$ cat src/hdl/sap_pkg.sv
// Shared types, codes and name constants for the SOCKS address header parser.
package sap_pkg;

  localparam int unsigned TailDepth = 23;

  typedef logic [TailDepth-1:0][7:0] tail_t;  // element 0 is the newest char

  localparam logic [23*8-1:0] NameV2  = "sp.v2.udp-over-tcp.arpa";
  localparam logic [20*8-1:0] NameV1  = "sp.udp-over-tcp.arpa";
  localparam logic [17*8-1:0] NameSfx = "udp-over-tcp.arpa";
  localparam logic [7:0]      LenV2   = 8'd23;
  localparam logic [7:0]      LenV1   = 8'd20;
  localparam logic [7:0]      LenSfx  = 8'd17;

  localparam logic [7:0] TypePlainIpv4   = 8'd1;
  localparam logic [7:0] TypePlainDomain = 8'd3;
  localparam logic [7:0] TypePlainIpv6   = 8'd4;
  localparam logic [7:0] TypePktIpv4     = 8'd0;
  localparam logic [7:0] TypePktIpv6     = 8'd1;
  localparam logic [7:0] TypePktDomain   = 8'd2;

  typedef enum logic [2:0] {
    StBusy     = 3'd0,
    StAddrDone = 3'd1,
    StPktDone  = 3'd2,
    StBadType  = 3'd3,
    StIgnored  = 3'd4
  } status_e;

  typedef enum logic [2:0] {
    RoleType    = 3'd0,
    RoleAddr    = 3'd1,
    RoleDlen    = 3'd2,
    RoleDchar   = 3'd3,
    RolePort    = 3'd4,
    RolePlen    = 3'd5,
    RolePayload = 3'd6,
    RoleNone    = 3'd7
  } role_e;

  typedef enum logic [1:0] {
    KindIpv4   = 2'd0,
    KindIpv6   = 2'd1,
    KindDomain = 2'd2
  } kind_e;

  typedef enum logic [1:0] {
    ModeTcp    = 2'd0,
    ModeUotV2  = 2'd1,
    ModeUotV1  = 2'd2,
    ModeUotPkt = 2'd3
  } mode_e;

  typedef struct packed {
    logic [7:0] data_byte;
    logic       frame_start;
  } in_item_t;

  typedef struct packed {
    status_e     status;
    role_e       byte_role;
    logic [7:0]  data_out;
    kind_e       addr_kind;
    logic [15:0] port;
    mode_e       mode;
    logic [8:0]  header_len;
    logic [15:0] pkt_len;
  } out_item_t;

  typedef struct packed {
    logic accept;
    logic packet_mode;
  } step_ctrl_t;

endpackage

$ cat src/hdl/socks_address_header_parser_core.sv
// Top level of the SOCKS address header parser: handshakes, config and result register.
//
// Input channel: one stream byte per request (data_byte, frame_start), taken
// on a clock edge with in_valid_i high and in_stall_o low. frame_start marks
// the type byte of a new message and drops any message in progress.
// Output channel: exactly one result per input byte, in order, presented on
// out_valid_o and taken on an edge where out_stall_i is low.
// out_valid_o is raised in the cycle after acceptance. Throughput is one byte
// per cycle unless the receiver stalls, set by the combinational parser update
// feeding the result register; a byte is accepted whenever the result register
// is empty or being drained. When the receiver stalls, the pending result holds
// and in_stall_o is raised so no further byte enters until the result is taken.
// Config channel: cfg_data_i bit 0 is packet_mode, written on an edge with
// cfg_valid_i high; cfg_ready_o is always high. Write it only while idle.
// Reset: parser returns to idle with its state registers cleared, no result pending,
// and packet_mode cleared to plain header mode.
module socks_address_header_parser_core (
  input  logic               clk_i,
  input  logic               rst_ni,
  input  logic               in_valid_i,
  output logic               in_stall_o,
  input  sap_pkg::in_item_t  in_data_i,
  output logic               out_valid_o,
  input  logic               out_stall_i,
  output sap_pkg::out_item_t out_data_o,
  input  logic               cfg_valid_i,
  output logic               cfg_ready_o,
  input  logic               cfg_data_i
);

  logic               out_valid_q, out_valid_d;
  sap_pkg::out_item_t out_q;
  sap_pkg::out_item_t result;
  logic               packet_mode_q;
  logic               accept;
  sap_pkg::step_ctrl_t ctrl;

  assign in_stall_o  = out_valid_q & out_stall_i;
  assign accept      = in_valid_i & ~in_stall_o;
  assign cfg_ready_o = 1'b1;

  assign ctrl.accept      = accept;
  assign ctrl.packet_mode = packet_mode_q;

  sap_parser u_parser (
    .clk_i    (clk_i),
    .rst_ni   (rst_ni),
    .ctrl_i   (ctrl),
    .item_i   (in_data_i),
    .result_o (result)
  );

  assign out_valid_d = accept | (out_valid_q & out_stall_i);

  always_ff @(posedge clk_i or negedge rst_ni) begin
    if (!rst_ni) begin
      out_valid_q   <= 1'b0;
      packet_mode_q <= 1'b0;
    end else begin
      out_valid_q <= out_valid_d;
      if (cfg_valid_i && cfg_ready_o) begin
        packet_mode_q <= cfg_data_i;
      end
    end
  end

  // hold the pending result until taken
  always_ff @(posedge clk_i) begin
    if (accept) begin
      out_q <= result;
    end
  end

  assign out_valid_o = out_valid_q;
  assign out_data_o  = out_q;

endmodule

$ cat src/hdl/sap_uot_match.sv
// Case-folded domain tail compare against the udp-over-tcp names.
module sap_uot_match (
  input  sap_pkg::kind_e kind_i,
  input  logic [7:0]     domain_len_i,
  input  sap_pkg::tail_t tail_i,
  output sap_pkg::mode_e mode_o
);

  logic hit_v2, hit_v1, hit_sfx;

  assign hit_v2  = (tail_i[22:0] == sap_pkg::NameV2);
  assign hit_v1  = (tail_i[19:0] == sap_pkg::NameV1);
  assign hit_sfx = (tail_i[16:0] == sap_pkg::NameSfx);

  always_comb begin
    mode_o = sap_pkg::ModeTcp;
    if (kind_i == sap_pkg::KindDomain) begin
      if (domain_len_i == sap_pkg::LenV2 && hit_v2) begin
        mode_o = sap_pkg::ModeUotV2;
      end else if (domain_len_i == sap_pkg::LenV1 && hit_v1) begin
        mode_o = sap_pkg::ModeUotV1;
      end else if (domain_len_i >= sap_pkg::LenSfx && hit_sfx) begin
        mode_o = sap_pkg::ModeUotPkt;
      end
    end
  end

endmodule

$ cat src/hdl/sap_parser.sv
// Parser state and per-byte next-state and result logic.
module sap_parser (
  input  logic                clk_i,
  input  logic                rst_ni,
  input  sap_pkg::step_ctrl_t ctrl_i,
  input  sap_pkg::in_item_t   item_i,
  output sap_pkg::out_item_t  result_o
);

  localparam logic [3:0] PhIdle = 4'd0;
  localparam logic [3:0] PhAddr = 4'd1;
  localparam logic [3:0] PhDlen = 4'd2;
  localparam logic [3:0] PhDchr = 4'd3;
  localparam logic [3:0] PhPort = 4'd4;
  localparam logic [3:0] PhPlen = 4'd5;
  localparam logic [3:0] PhPay  = 4'd6;

  logic [3:0]     phase_q, phase_d;
  logic [4:0]     field_q, field_d;
  logic [7:0]     dlen_q, dlen_d;
  logic [7:0]     dcount_q, dcount_d;
  logic [15:0]    port_q, port_d;
  logic [15:0]    plen_q, plen_d;
  logic [15:0]    pcount_q, pcount_d;
  logic [8:0]     hcount_q, hcount_d;
  sap_pkg::kind_e kind_q, kind_d;
  sap_pkg::tail_t tail_q, tail_d;

  logic             kind_ok;
  sap_pkg::kind_e   kind_sel;
  logic             blank;
  logic [7:0]       b;
  logic [7:0]       b_lower;
  sap_pkg::status_e status;
  sap_pkg::role_e   role;
  sap_pkg::mode_e   mode;

  assign b       = item_i.data_byte;
  assign b_lower = (b >= 8'h41 && b <= 8'h5a) ? b + 8'd32 : b;

  always_comb begin
    kind_ok  = 1'b1;
    kind_sel = sap_pkg::KindIpv4;
    if (ctrl_i.packet_mode) begin
      unique case (b)
        sap_pkg::TypePktIpv4:   kind_sel = sap_pkg::KindIpv4;
        sap_pkg::TypePktIpv6:   kind_sel = sap_pkg::KindIpv6;
        sap_pkg::TypePktDomain: kind_sel = sap_pkg::KindDomain;
        default:                kind_ok  = 1'b0;
      endcase
    end else begin
      unique case (b)
        sap_pkg::TypePlainIpv4:   kind_sel = sap_pkg::KindIpv4;
        sap_pkg::TypePlainIpv6:   kind_sel = sap_pkg::KindIpv6;
        sap_pkg::TypePlainDomain: kind_sel = sap_pkg::KindDomain;
        default:                  kind_ok  = 1'b0;
      endcase
    end
  end

  always_comb begin
    phase_d  = phase_q;
    field_d  = field_q;
    dlen_d   = dlen_q;
    dcount_d = dcount_q;
    port_d   = port_q;
    plen_d   = plen_q;
    pcount_d = pcount_q;
    hcount_d = hcount_q;
    kind_d   = kind_q;
    tail_d   = tail_q;
    status   = sap_pkg::StBusy;
    role     = sap_pkg::RoleNone;
    blank    = 1'b0;

    if (item_i.frame_start) begin
      // a type byte always drops whatever message is in progress
      role     = sap_pkg::RoleType;
      field_d  = '0;
      dlen_d   = '0;
      dcount_d = '0;
      port_d   = '0;
      plen_d   = '0;
      pcount_d = '0;
      tail_d   = '0;
      if (!kind_ok) begin
        kind_d   = sap_pkg::KindIpv4;
        hcount_d = '0;
        phase_d  = PhIdle;
        status   = sap_pkg::StBadType;
        blank    = 1'b1;
      end else begin
        kind_d   = kind_sel;
        hcount_d = 9'd1;
        phase_d  = (kind_sel == sap_pkg::KindDomain) ? PhDlen : PhAddr;
      end
    end else begin
      unique case (phase_q)
        PhAddr: begin
          role     = sap_pkg::RoleAddr;
          hcount_d = hcount_q + 9'd1;
          field_d  = field_q + 5'd1;
          if (field_d >= ((kind_q == sap_pkg::KindIpv6) ? 5'd16 : 5'd4)) begin
            phase_d = PhPort;
            field_d = '0;
          end
        end
        PhDlen: begin
          role     = sap_pkg::RoleDlen;
          hcount_d = hcount_q + 9'd1;
          dlen_d   = b;
          dcount_d = '0;
          phase_d  = (b == 8'd0) ? PhPort : PhDchr;
          field_d  = '0;
        end
        PhDchr: begin
          role     = sap_pkg::RoleDchar;
          hcount_d = hcount_q + 9'd1;
          tail_d   = {tail_q[sap_pkg::TailDepth-2:0], b_lower};
          dcount_d = dcount_q + 8'd1;
          if (dcount_d >= dlen_q) begin
            phase_d = PhPort;
            field_d = '0;
          end
        end
        PhPort: begin
          role     = sap_pkg::RolePort;
          hcount_d = hcount_q + 9'd1;
          port_d   = {port_q[7:0], b};
          field_d  = field_q + 5'd1;
          if (field_d >= 5'd2) begin
            if (ctrl_i.packet_mode) begin
              phase_d = PhPlen;
              field_d = '0;
            end else begin
              phase_d = PhIdle;
              status  = sap_pkg::StAddrDone;
            end
          end
        end
        PhPlen: begin
          role    = sap_pkg::RolePlen;
          plen_d  = {plen_q[7:0], b};
          field_d = field_q + 5'd1;
          if (field_d >= 5'd2) begin
            pcount_d = '0;
            if (plen_d == 16'd0) begin
              phase_d = PhIdle;
              status  = sap_pkg::StPktDone;
            end else begin
              phase_d = PhPay;
            end
          end
        end
        PhPay: begin
          role     = sap_pkg::RolePayload;
          pcount_d = pcount_q + 16'd1;
          if (pcount_d >= plen_q) begin
            phase_d = PhIdle;
            status  = sap_pkg::StPktDone;
          end
        end
        default: begin
          // stray byte outside a message
          phase_d = PhIdle;
          status  = sap_pkg::StIgnored;
          blank   = 1'b1;
        end
      endcase
    end
  end

  sap_uot_match u_match (
    .kind_i       (kind_d),
    .domain_len_i (dlen_d),
    .tail_i       (tail_d),
    .mode_o       (mode)
  );

  always_comb begin
    result_o.status    = status;
    result_o.byte_role = role;
    result_o.data_out  = b;
    if (blank) begin
      result_o.addr_kind  = sap_pkg::KindIpv4;
      result_o.port       = '0;
      result_o.mode       = sap_pkg::ModeTcp;
      result_o.header_len = '0;
      result_o.pkt_len    = '0;
    end else begin
      result_o.addr_kind  = kind_d;
      result_o.port       = port_d;
      result_o.mode       = mode;
      result_o.header_len = hcount_d;
      result_o.pkt_len    = plen_d;
    end
  end

  always_ff @(posedge clk_i or negedge rst_ni) begin
    if (!rst_ni) begin
      phase_q  <= PhIdle;
      field_q  <= '0;
      dlen_q   <= '0;
      dcount_q <= '0;
      port_q   <= '0;
      plen_q   <= '0;
      pcount_q <= '0;
      hcount_q <= '0;
      kind_q   <= sap_pkg::KindIpv4;
      tail_q   <= '0;
    end else if (ctrl_i.accept) begin
      phase_q  <= phase_d;
      field_q  <= field_d;
      dlen_q   <= dlen_d;
      dcount_q <= dcount_d;
      port_q   <= port_d;
      plen_q   <= plen_d;
      pcount_q <= pcount_d;
      hcount_q <= hcount_d;
      kind_q   <= kind_d;
      tail_q   <= tail_d;
    end
  end

endmodule

$ cat config.mk
export PLATFORM = sky130hd
export DESIGN_NAME = socks_address_header_parser_core
export DESIGN_NICKNAME = d
export VERILOG_FILES = /design/src/hdl/sap_pkg.sv /design/src/hdl/socks_address_header_parser_core.sv /design/src/hdl/sap_uot_match.sv /design/src/hdl/sap_parser.sv
export SDC_FILE = /design/constraint.sdc
export NUM_CORES = 1
export LEC_CHECK = 0
export ABC_CLOCK_PERIOD_IN_PS = 4830
export BUFFER_PORTS_ARGS = -buffer_cell sky130_fd_sc_hd__buf_2
export CORE_MARGIN = 5
export CORE_UTILIZATION = 40
export DETAILED_ROUTE_END_ITERATION = 6
export HOLD_SLACK_MARGIN = 0.08
export PLACE_DENSITY_LB_ADDON = 0.08
export SYNTH_ARGS = -nofsm -noshare
export SYNTH_HDL_FRONTEND = slang
export SYNTH_SLANG_ARGS = --single-unit
$ cat constraint.sdc
create_clock -name clk_i -period 4.83 [get_ports clk_i]
set_clock_uncertainty 0.15 [all_clocks]
set_input_delay 0.966 -clock clk_i [delete_from_list [all_inputs] [get_ports clk_i]]
set_output_delay 0.966 -clock clk_i [all_outputs]
set_load 0.1 [all_outputs]
# Yosys cells after proc, flatten, opt, wreduce, memory -nomap -nowiden

Cells that the tools add are included.

Memories kept: 0
Flip-flop bits (word level): 329
Output and inout port bits: 62
Bits in latches: 0
Bits in read-only memories: 0
Word-level logic and storage cells: 162
RAM bits: 0
Input bits: 15

Add/subtract/negate cells: 5
Div/mod/pow operators: 0
Order comparisons: 7
Eq/ne operators: 23
$mul: 0
Bitwise operators: 5
Reductions and logical operators: 20
Shifts and indexed selects: 0
Mux-type cells: 59

Operators by type and width:

| kind                                                                       | number |
|---|---|
| 184-bit 2-to-1 mux                                                         | 2 |
| 184-bit by 183-bit equality test with 1-bit output (second input constant) | 1 |
| 160-bit by 159-bit equality test with 1-bit output (second input constant) | 1 |
| 136-bit by 135-bit equality test with 1-bit output (second input constant) | 1 |
| 16-bit 2-to-1 mux                                                          | 6 |
| 8-bit 2-to-1 mux                                                           | 4 |
| 16-bit one-hot mux with 2 select lines                                     | 1 |
| 5-bit 2-to-1 mux                                                           | 6 |
| 4-bit 2-to-1 mux                                                           | 7 |
| 5-bit one-hot mux with 5 select lines                                      | 1 |
| 4-bit one-hot mux with 6 select lines                                      | 1 |
| 2-bit 2-to-1 mux                                                           | 9 |
| 3-bit 2-to-1 mux                                                           | 6 |
| 9-bit 2-to-1 mux                                                           | 2 |
| 3-bit one-hot mux with 6 select lines                                      | 1 |
| 16-bit by 1-bit adder with 16-bit output (second input constant)           | 1 |
| 8-bit by 2-bit equality test with 1-bit output (second input constant)     | 2 |
| 8-bit by 5-bit equality test with 1-bit output (second input constant)     | 2 |
| 16-bit greater-or-equal comparator                                         | 1 |
| 16-bit logical NOT                                                         | 1 |
| 8-bit one-hot mux with 2 select lines                                      | 1 |
| 3-bit by 2-bit inequality test with 1-bit output (second input constant)   | 5 |
| 4-bit by 3-bit equality test with 1-bit output (second input constant)     | 3 |
| 3-bit one-hot mux with 4 select lines                                      | 1 |
| 32 further kinds                                                           | 53 |

# Longest topological paths before layout

Depth after elaboration: 10
Depth in mapped cells: 15
Depth with buffers taken out: 14

# Modules after synthesis

Synthesis repeated with hierarchy kept, for this count alone.

Cell total of the unflattened synthesis: 1,893
Area, all modules: 17,928.4 µm²

By module, submodules not included:

| module                           | area an instance (µm²) | cells each | instances | sequential area each (µm²) |
|---|---|---|---|---|
| sap_parser                       | 15,408.5               | 1,748      | 1         | 6,681.4 |
| socks_address_header_parser_core | 1,869.3                | 67         | 1         | 1,821.7 |
| sap_uot_match                    | 650.6                  | 78         | 1         | 0.0 |

# Least setup slack after synthesis

Ideal clock, no wire load.

Path kind: in2reg
Start point: input out_stall_i
End point: register out_q (netlist bit out_data_o[0]) (enable)
Library setup time: 0.446 ns
Slack: 1.036 ns
Data arrival time: 3.198 ns
Cell stages on the path: 4
Required time: 4.234 ns
Path buffers: 1
Cell sequence: nand2_1 nand2_1 clkinv_1 clkbuf_1

Longest elaborated chain between the ends: 3

RTL lines:

| element              | line                                   | RTL |
|---|---|---|
| start, declared      | socks_address_header_parser_core.sv:24 | `input logic out_stall_i,` |
| 1-bit AND            | socks_address_header_parser_core.sv:38 | `assign in_stall_o = out_valid_q & out_stall_i;` |
| 1-bit NOT            | socks_address_header_parser_core.sv:39 | `assign accept = in_valid_i & ~in_stall_o;` |
| 1-bit AND            | socks_address_header_parser_core.sv:39 |  |
| net accept           | socks_address_header_parser_core.sv:35 | `logic accept;` |
| end signal, assigned | socks_address_header_parser_core.sv:70 | `out_q <= result;` |
| end, declared        | socks_address_header_parser_core.sv:32 | `sap_pkg::out_item_t out_q;` |

The timed path passes the listed nets, and every way through them passes these cells.
A chain may end at the register's enable or synchronous reset.

# Final worst setup path

Start point: register u_parser.pcount_q[2]
End point: register u_parser.phase_q[1]

Longest elaborated chain between the ends: 4

RTL lines:

| element                                                    | line              | RTL |
|---|---|---|
| start, declared                                            | sap_parser.sv:24  | `logic [15:0] pcount_q, pcount_d;` |
| start signal, assigned                                     | sap_parser.sv:218 | `pcount_q <= pcount_d;` |
| 16-bit by 1-bit adder with 16-bit output                   | sap_parser.sv:157 | `pcount_d = pcount_q + 16'd1;` |
| 16-bit greater-or-equal comparator                         | sap_parser.sv:158 | `if (pcount_d >= plen_q) begin` |
| 3-bit by 2-bit inequality test with 1-bit output (no line) | n/a               |  |
| 6-bit AND reduction (no line)                              | n/a               |  |
| end signal, assigned                                       | sap_parser.sv:201 | `phase_q <= PhIdle;` |
| end signal, assigned                                       | sap_parser.sv:212 | `phase_q <= phase_d;` |
| end, declared                                              | sap_parser.sv:18  | `logic [3:0] phase_q, phase_d;` |

Every way passes these cells.

==> flow_metrics.env <==
export IMPL_outcome="finished, final reports clean"
export IMPL_antennaDiodeCount=0
export IMPL_synth_fp_nets=1807
export IMPL_reg2reg_from="u_parser.pcount_q[2]"
export IMPL_maxSlewHeadroom=0.245
export IMPL_io_buffers=75
export IMPL_rr_endpoint="u_parser.phase_q[1]"
export IMPL_drt_first_pass_iters=5
export IMPL_synth_simple_gate_area_share=0.173
export IMPL_grt_max_degree=130
export IMPL_initial_core_util=0.405
export IMPL_dp_hpwl_um=30000
export IMPL_fp_dieW_um=214
export IMPL_reg2reg_slack_ns=0.80
export IMPL_worst_setup_path_type="flip-flop to flip-flop"
export IMPL_arrival_ns=4.32
export IMPL_clkLatencyLatePin_ns=0.56
export IMPL_ir_worst_vdd_mv=0.191
export IMPL_synth_compound_area_frac=0.230
export IMPL_power_density_mw_per_mm2=389
export IMPL_yosys_area_top_type="dfrtp_1"
export IMPL_synth_most_common_cell="nand2_1"
export IMPL_multi_input_area_mm2=0.00746
export IMPL_grt_pass1_wl_um=77200
export IMPL_setup_viol=0
export IMPL_coreArea_mm2=0.0409
export IMPL_fin_crit_sh=0.834
export IMPL_r2r_cells=11
export IMPL_die_area_mm2=0.0457
export IMPL_synth_xor_area_frac=0.0179
export IMPL_track_usage=0.209
export IMPL_cp_required_ns=5.12
export IMPL_vias=13700
export IMPL_synth_area_mm2=0.0166
export IMPL_grt_antenna_before_repair=0
export IMPL_cts_sinks=328
export IMPL_p_leak_nw=7.46
export IMPL_min_period_ns=4.03
export IMPL_synth_top_family_by_area="compound AO/OA/AOI/OAI gates"
export IMPL_rows=74
export IMPL_netlist_area_leader_share=0.406
export IMPL_total_power_w=0.00727
export IMPL_max_cap_violations=0
export IMPL_tightest_slew_ns=1.12
export IMPL_cp_start_kind="flip-flop"
export IMPL_synth_seq_area_share=0.512
export IMPL_drc=0
export IMPL_cts_hold_buf=0
export IMPL_htree_levels=2
export IMPL_drv_slew=0
export IMPL_synth_fa_ha_area_frac=0.0247
export IMPL_avgSynthCellArea_um2=9.43
export IMPL_ys_flop_type="dfrtp_1"
export IMPL_netlist_top_cells_count="nand2_1, dfrtp_1, o21ai_0, a22oi_1, clkbuf_1"
export IMPL_regArea_mm2=0.00850
export IMPL_drt_total_wl_um=48400
export IMPL_cts_buffers=39
export IMPL_viasPerCell=5.87
export IMPL_ys_ff_latch=328
export IMPL_root_buffer="clkbuf_16"
export IMPL_yosysUniqueCellTypes=79
export IMPL_nets=1823
export IMPL_synth_edf_count=59
export IMPL_antenna_left=0
export IMPL_yosys_mux_area_fraction=0.00377
export IMPL_post_cts_repair_setup_buffers=0
export IMPL_grt_overflow_total=0
export IMPL_grt_pass1_vias=13100
export IMPL_ctsResizeCount=0
export IMPL_netlist_instances=1760
export IMPL_critPathLaunch="u_parser.pcount_q[2]"
export IMPL_syn_to_final_growth_pct=12.6
export IMPL_clockBufferDepth=3
export IMPL_ios=77
export IMPL_die_h_um=214
export IMPL_final_util=0.456
export IMPL_drt_iter0_drc=1392
export IMPL_clk_pin_slew_ns=0.06
export IMPL_yosysWarnings=0
export IMPL_synth_area_leaders="dfrtp_1, edfxtp_1, a22oi_1, o21ai_0, nand2_1"
export IMPL_cp_max_fo=6
export IMPL_drive_gt1_frac=0.103
export IMPL_hp_class="input port to asynchronous set/reset pin"
export IMPL_finalHoldViolCount=0
export IMPL_setup_tns_ns=0
export IMPL_cts_tree="built"
export IMPL_gp_congestion=0.827
export IMPL_rsz0062_at_grt="no"
export IMPL_async_flop_share=0.820
export IMPL_wl_per_cell_um=20.7
export IMPL_nFillCells=3958
export IMPL_max_freq_mhz=248
export IMPL_end_kind="flip-flop"
## placed cells by master (no fill, tap or decap), types with 9 or more instances in the layout
| cell type | n |
|---|---|
| o21ai_0 | 245 |
| a21boi_0 | 19 |
| inv_1 | 38 |
| nand2_1 | 315 |
| buf_4 | 22 |
| nor4_1 | 30 |
| edfxtp_1 | 59 |
| buf_2 | 73 |
| dfrtp_1 | 269 |
| nand4_1 | 22 |
| nand4b_1 | 15 |
| clkbuf_8 | 10 |
| a22oi_1 | 184 |
| ha_1 | 32 |
| a22o_1 | 30 |
| nor2_1 | 74 |
| o22ai_1 | 13 |
| clkbuf_16 | 39 |
| nor3_1 | 26 |
| clkinv_2 | 9 |
| a21oi_1 | 59 |
| nand3_1 | 28 |
| xor2_1 | 14 |
| xnor2_1 | 18 |
## per-layer routing
metal  vias to the layer above  global-route usage  share of wire
met5                         -                   0              0
met4                         0              0.0478          0.020
met3                        64              0.0344          0.043
met2                       290               0.314           0.45
met1                      6823               0.319           0.49
li1                       6524                   -              -
## through the flow
step	area [um2]	cells	setup slack [ns]	hold WS, ns
6_report	18700	2336	0.802	0.302
5_1_grt	18700	2336	0.426	0.328
4_1_cts	18700	2336	0.814	0.320
3_5_place_dp	17400	2267	0.848	0.322
3_3_place_gp	17400	2267	0.889	0.313
2_1_floorplan	16600	1760	1.04	0.300
## worst max-delay path by stage
stage,slack (ns),to
3_3_place_gp,0.89,u_parser.phase_q[1]
3_5_place_dp,0.85,u_parser.phase_q[1]
2_1_floorplan,1.04,out_data_o[0]
6_report,0.80,u_parser.phase_q[1]
4_1_cts,0.81,u_parser.phase_q[1]
5_1_grt,0.43,u_parser.phase_q[1]
## power by group
part	internal, W	leakage (nW)	switching [W]	total (W)
combinational	0.000317	2.61	0.000678	0.000996
clock	0.00174	0.627	0.00119	0.00293
sequential	0.00306	4.22	0.000285	0.00334
total	0.00512	7.46	0.00215	0.00727
## worst max-delay path: stages (launching register included)
cell and delay, ns:
dfrtp_1 0.43, nand3_1 0.14, nor3_1 0.50, nand3_1 0.29, nor2_1 0.28, xor2_1 0.20
ha_1 0.26, a211oi_1 0.24, nor2_1 0.10, or3_1 0.38, o311ai_1 0.53, mux2_2 0.39
## sequential cells by signal (all words and copies together) (netlist names), 5 cells and up
signal	cells
u_parser.dlen_q	8
u_parser.plen_q	16
out_data_o	59
u_parser.field_q	5
u_parser.port_q	16
u_parser.pcount_q	16
u_parser.dcount_q	8
u_parser.hcount_q	9
u_parser.tail_q	184
## kinds of logic (layout without fill, tap and decap cells)
family	after synthesis	after routing
compound gates	601	601
fa+ha+maj	33	33
buf+inv	166	210
simple gates	592	592
flops	328	328
other cells	1	1
mux	6	6
xor+xnor	33	33
## final cells by class
| class | instances | area share |
|---|---|---|
| Multi-Input combinational cell | 1266 | 0.400 |
| Sequential cell | 328 | 0.455 |
| Clock buffer | 56 | 0.0610 |
| Inverter | 40 | 0.00810 |
| Tap cell | 532 | 0.0356 |
| Timing Repair Buffer | 101 | 0.0341 |
| Clock inverter | 13 | 0.00643 |
No activity file was read; power rests on OpenSTA's default activity.
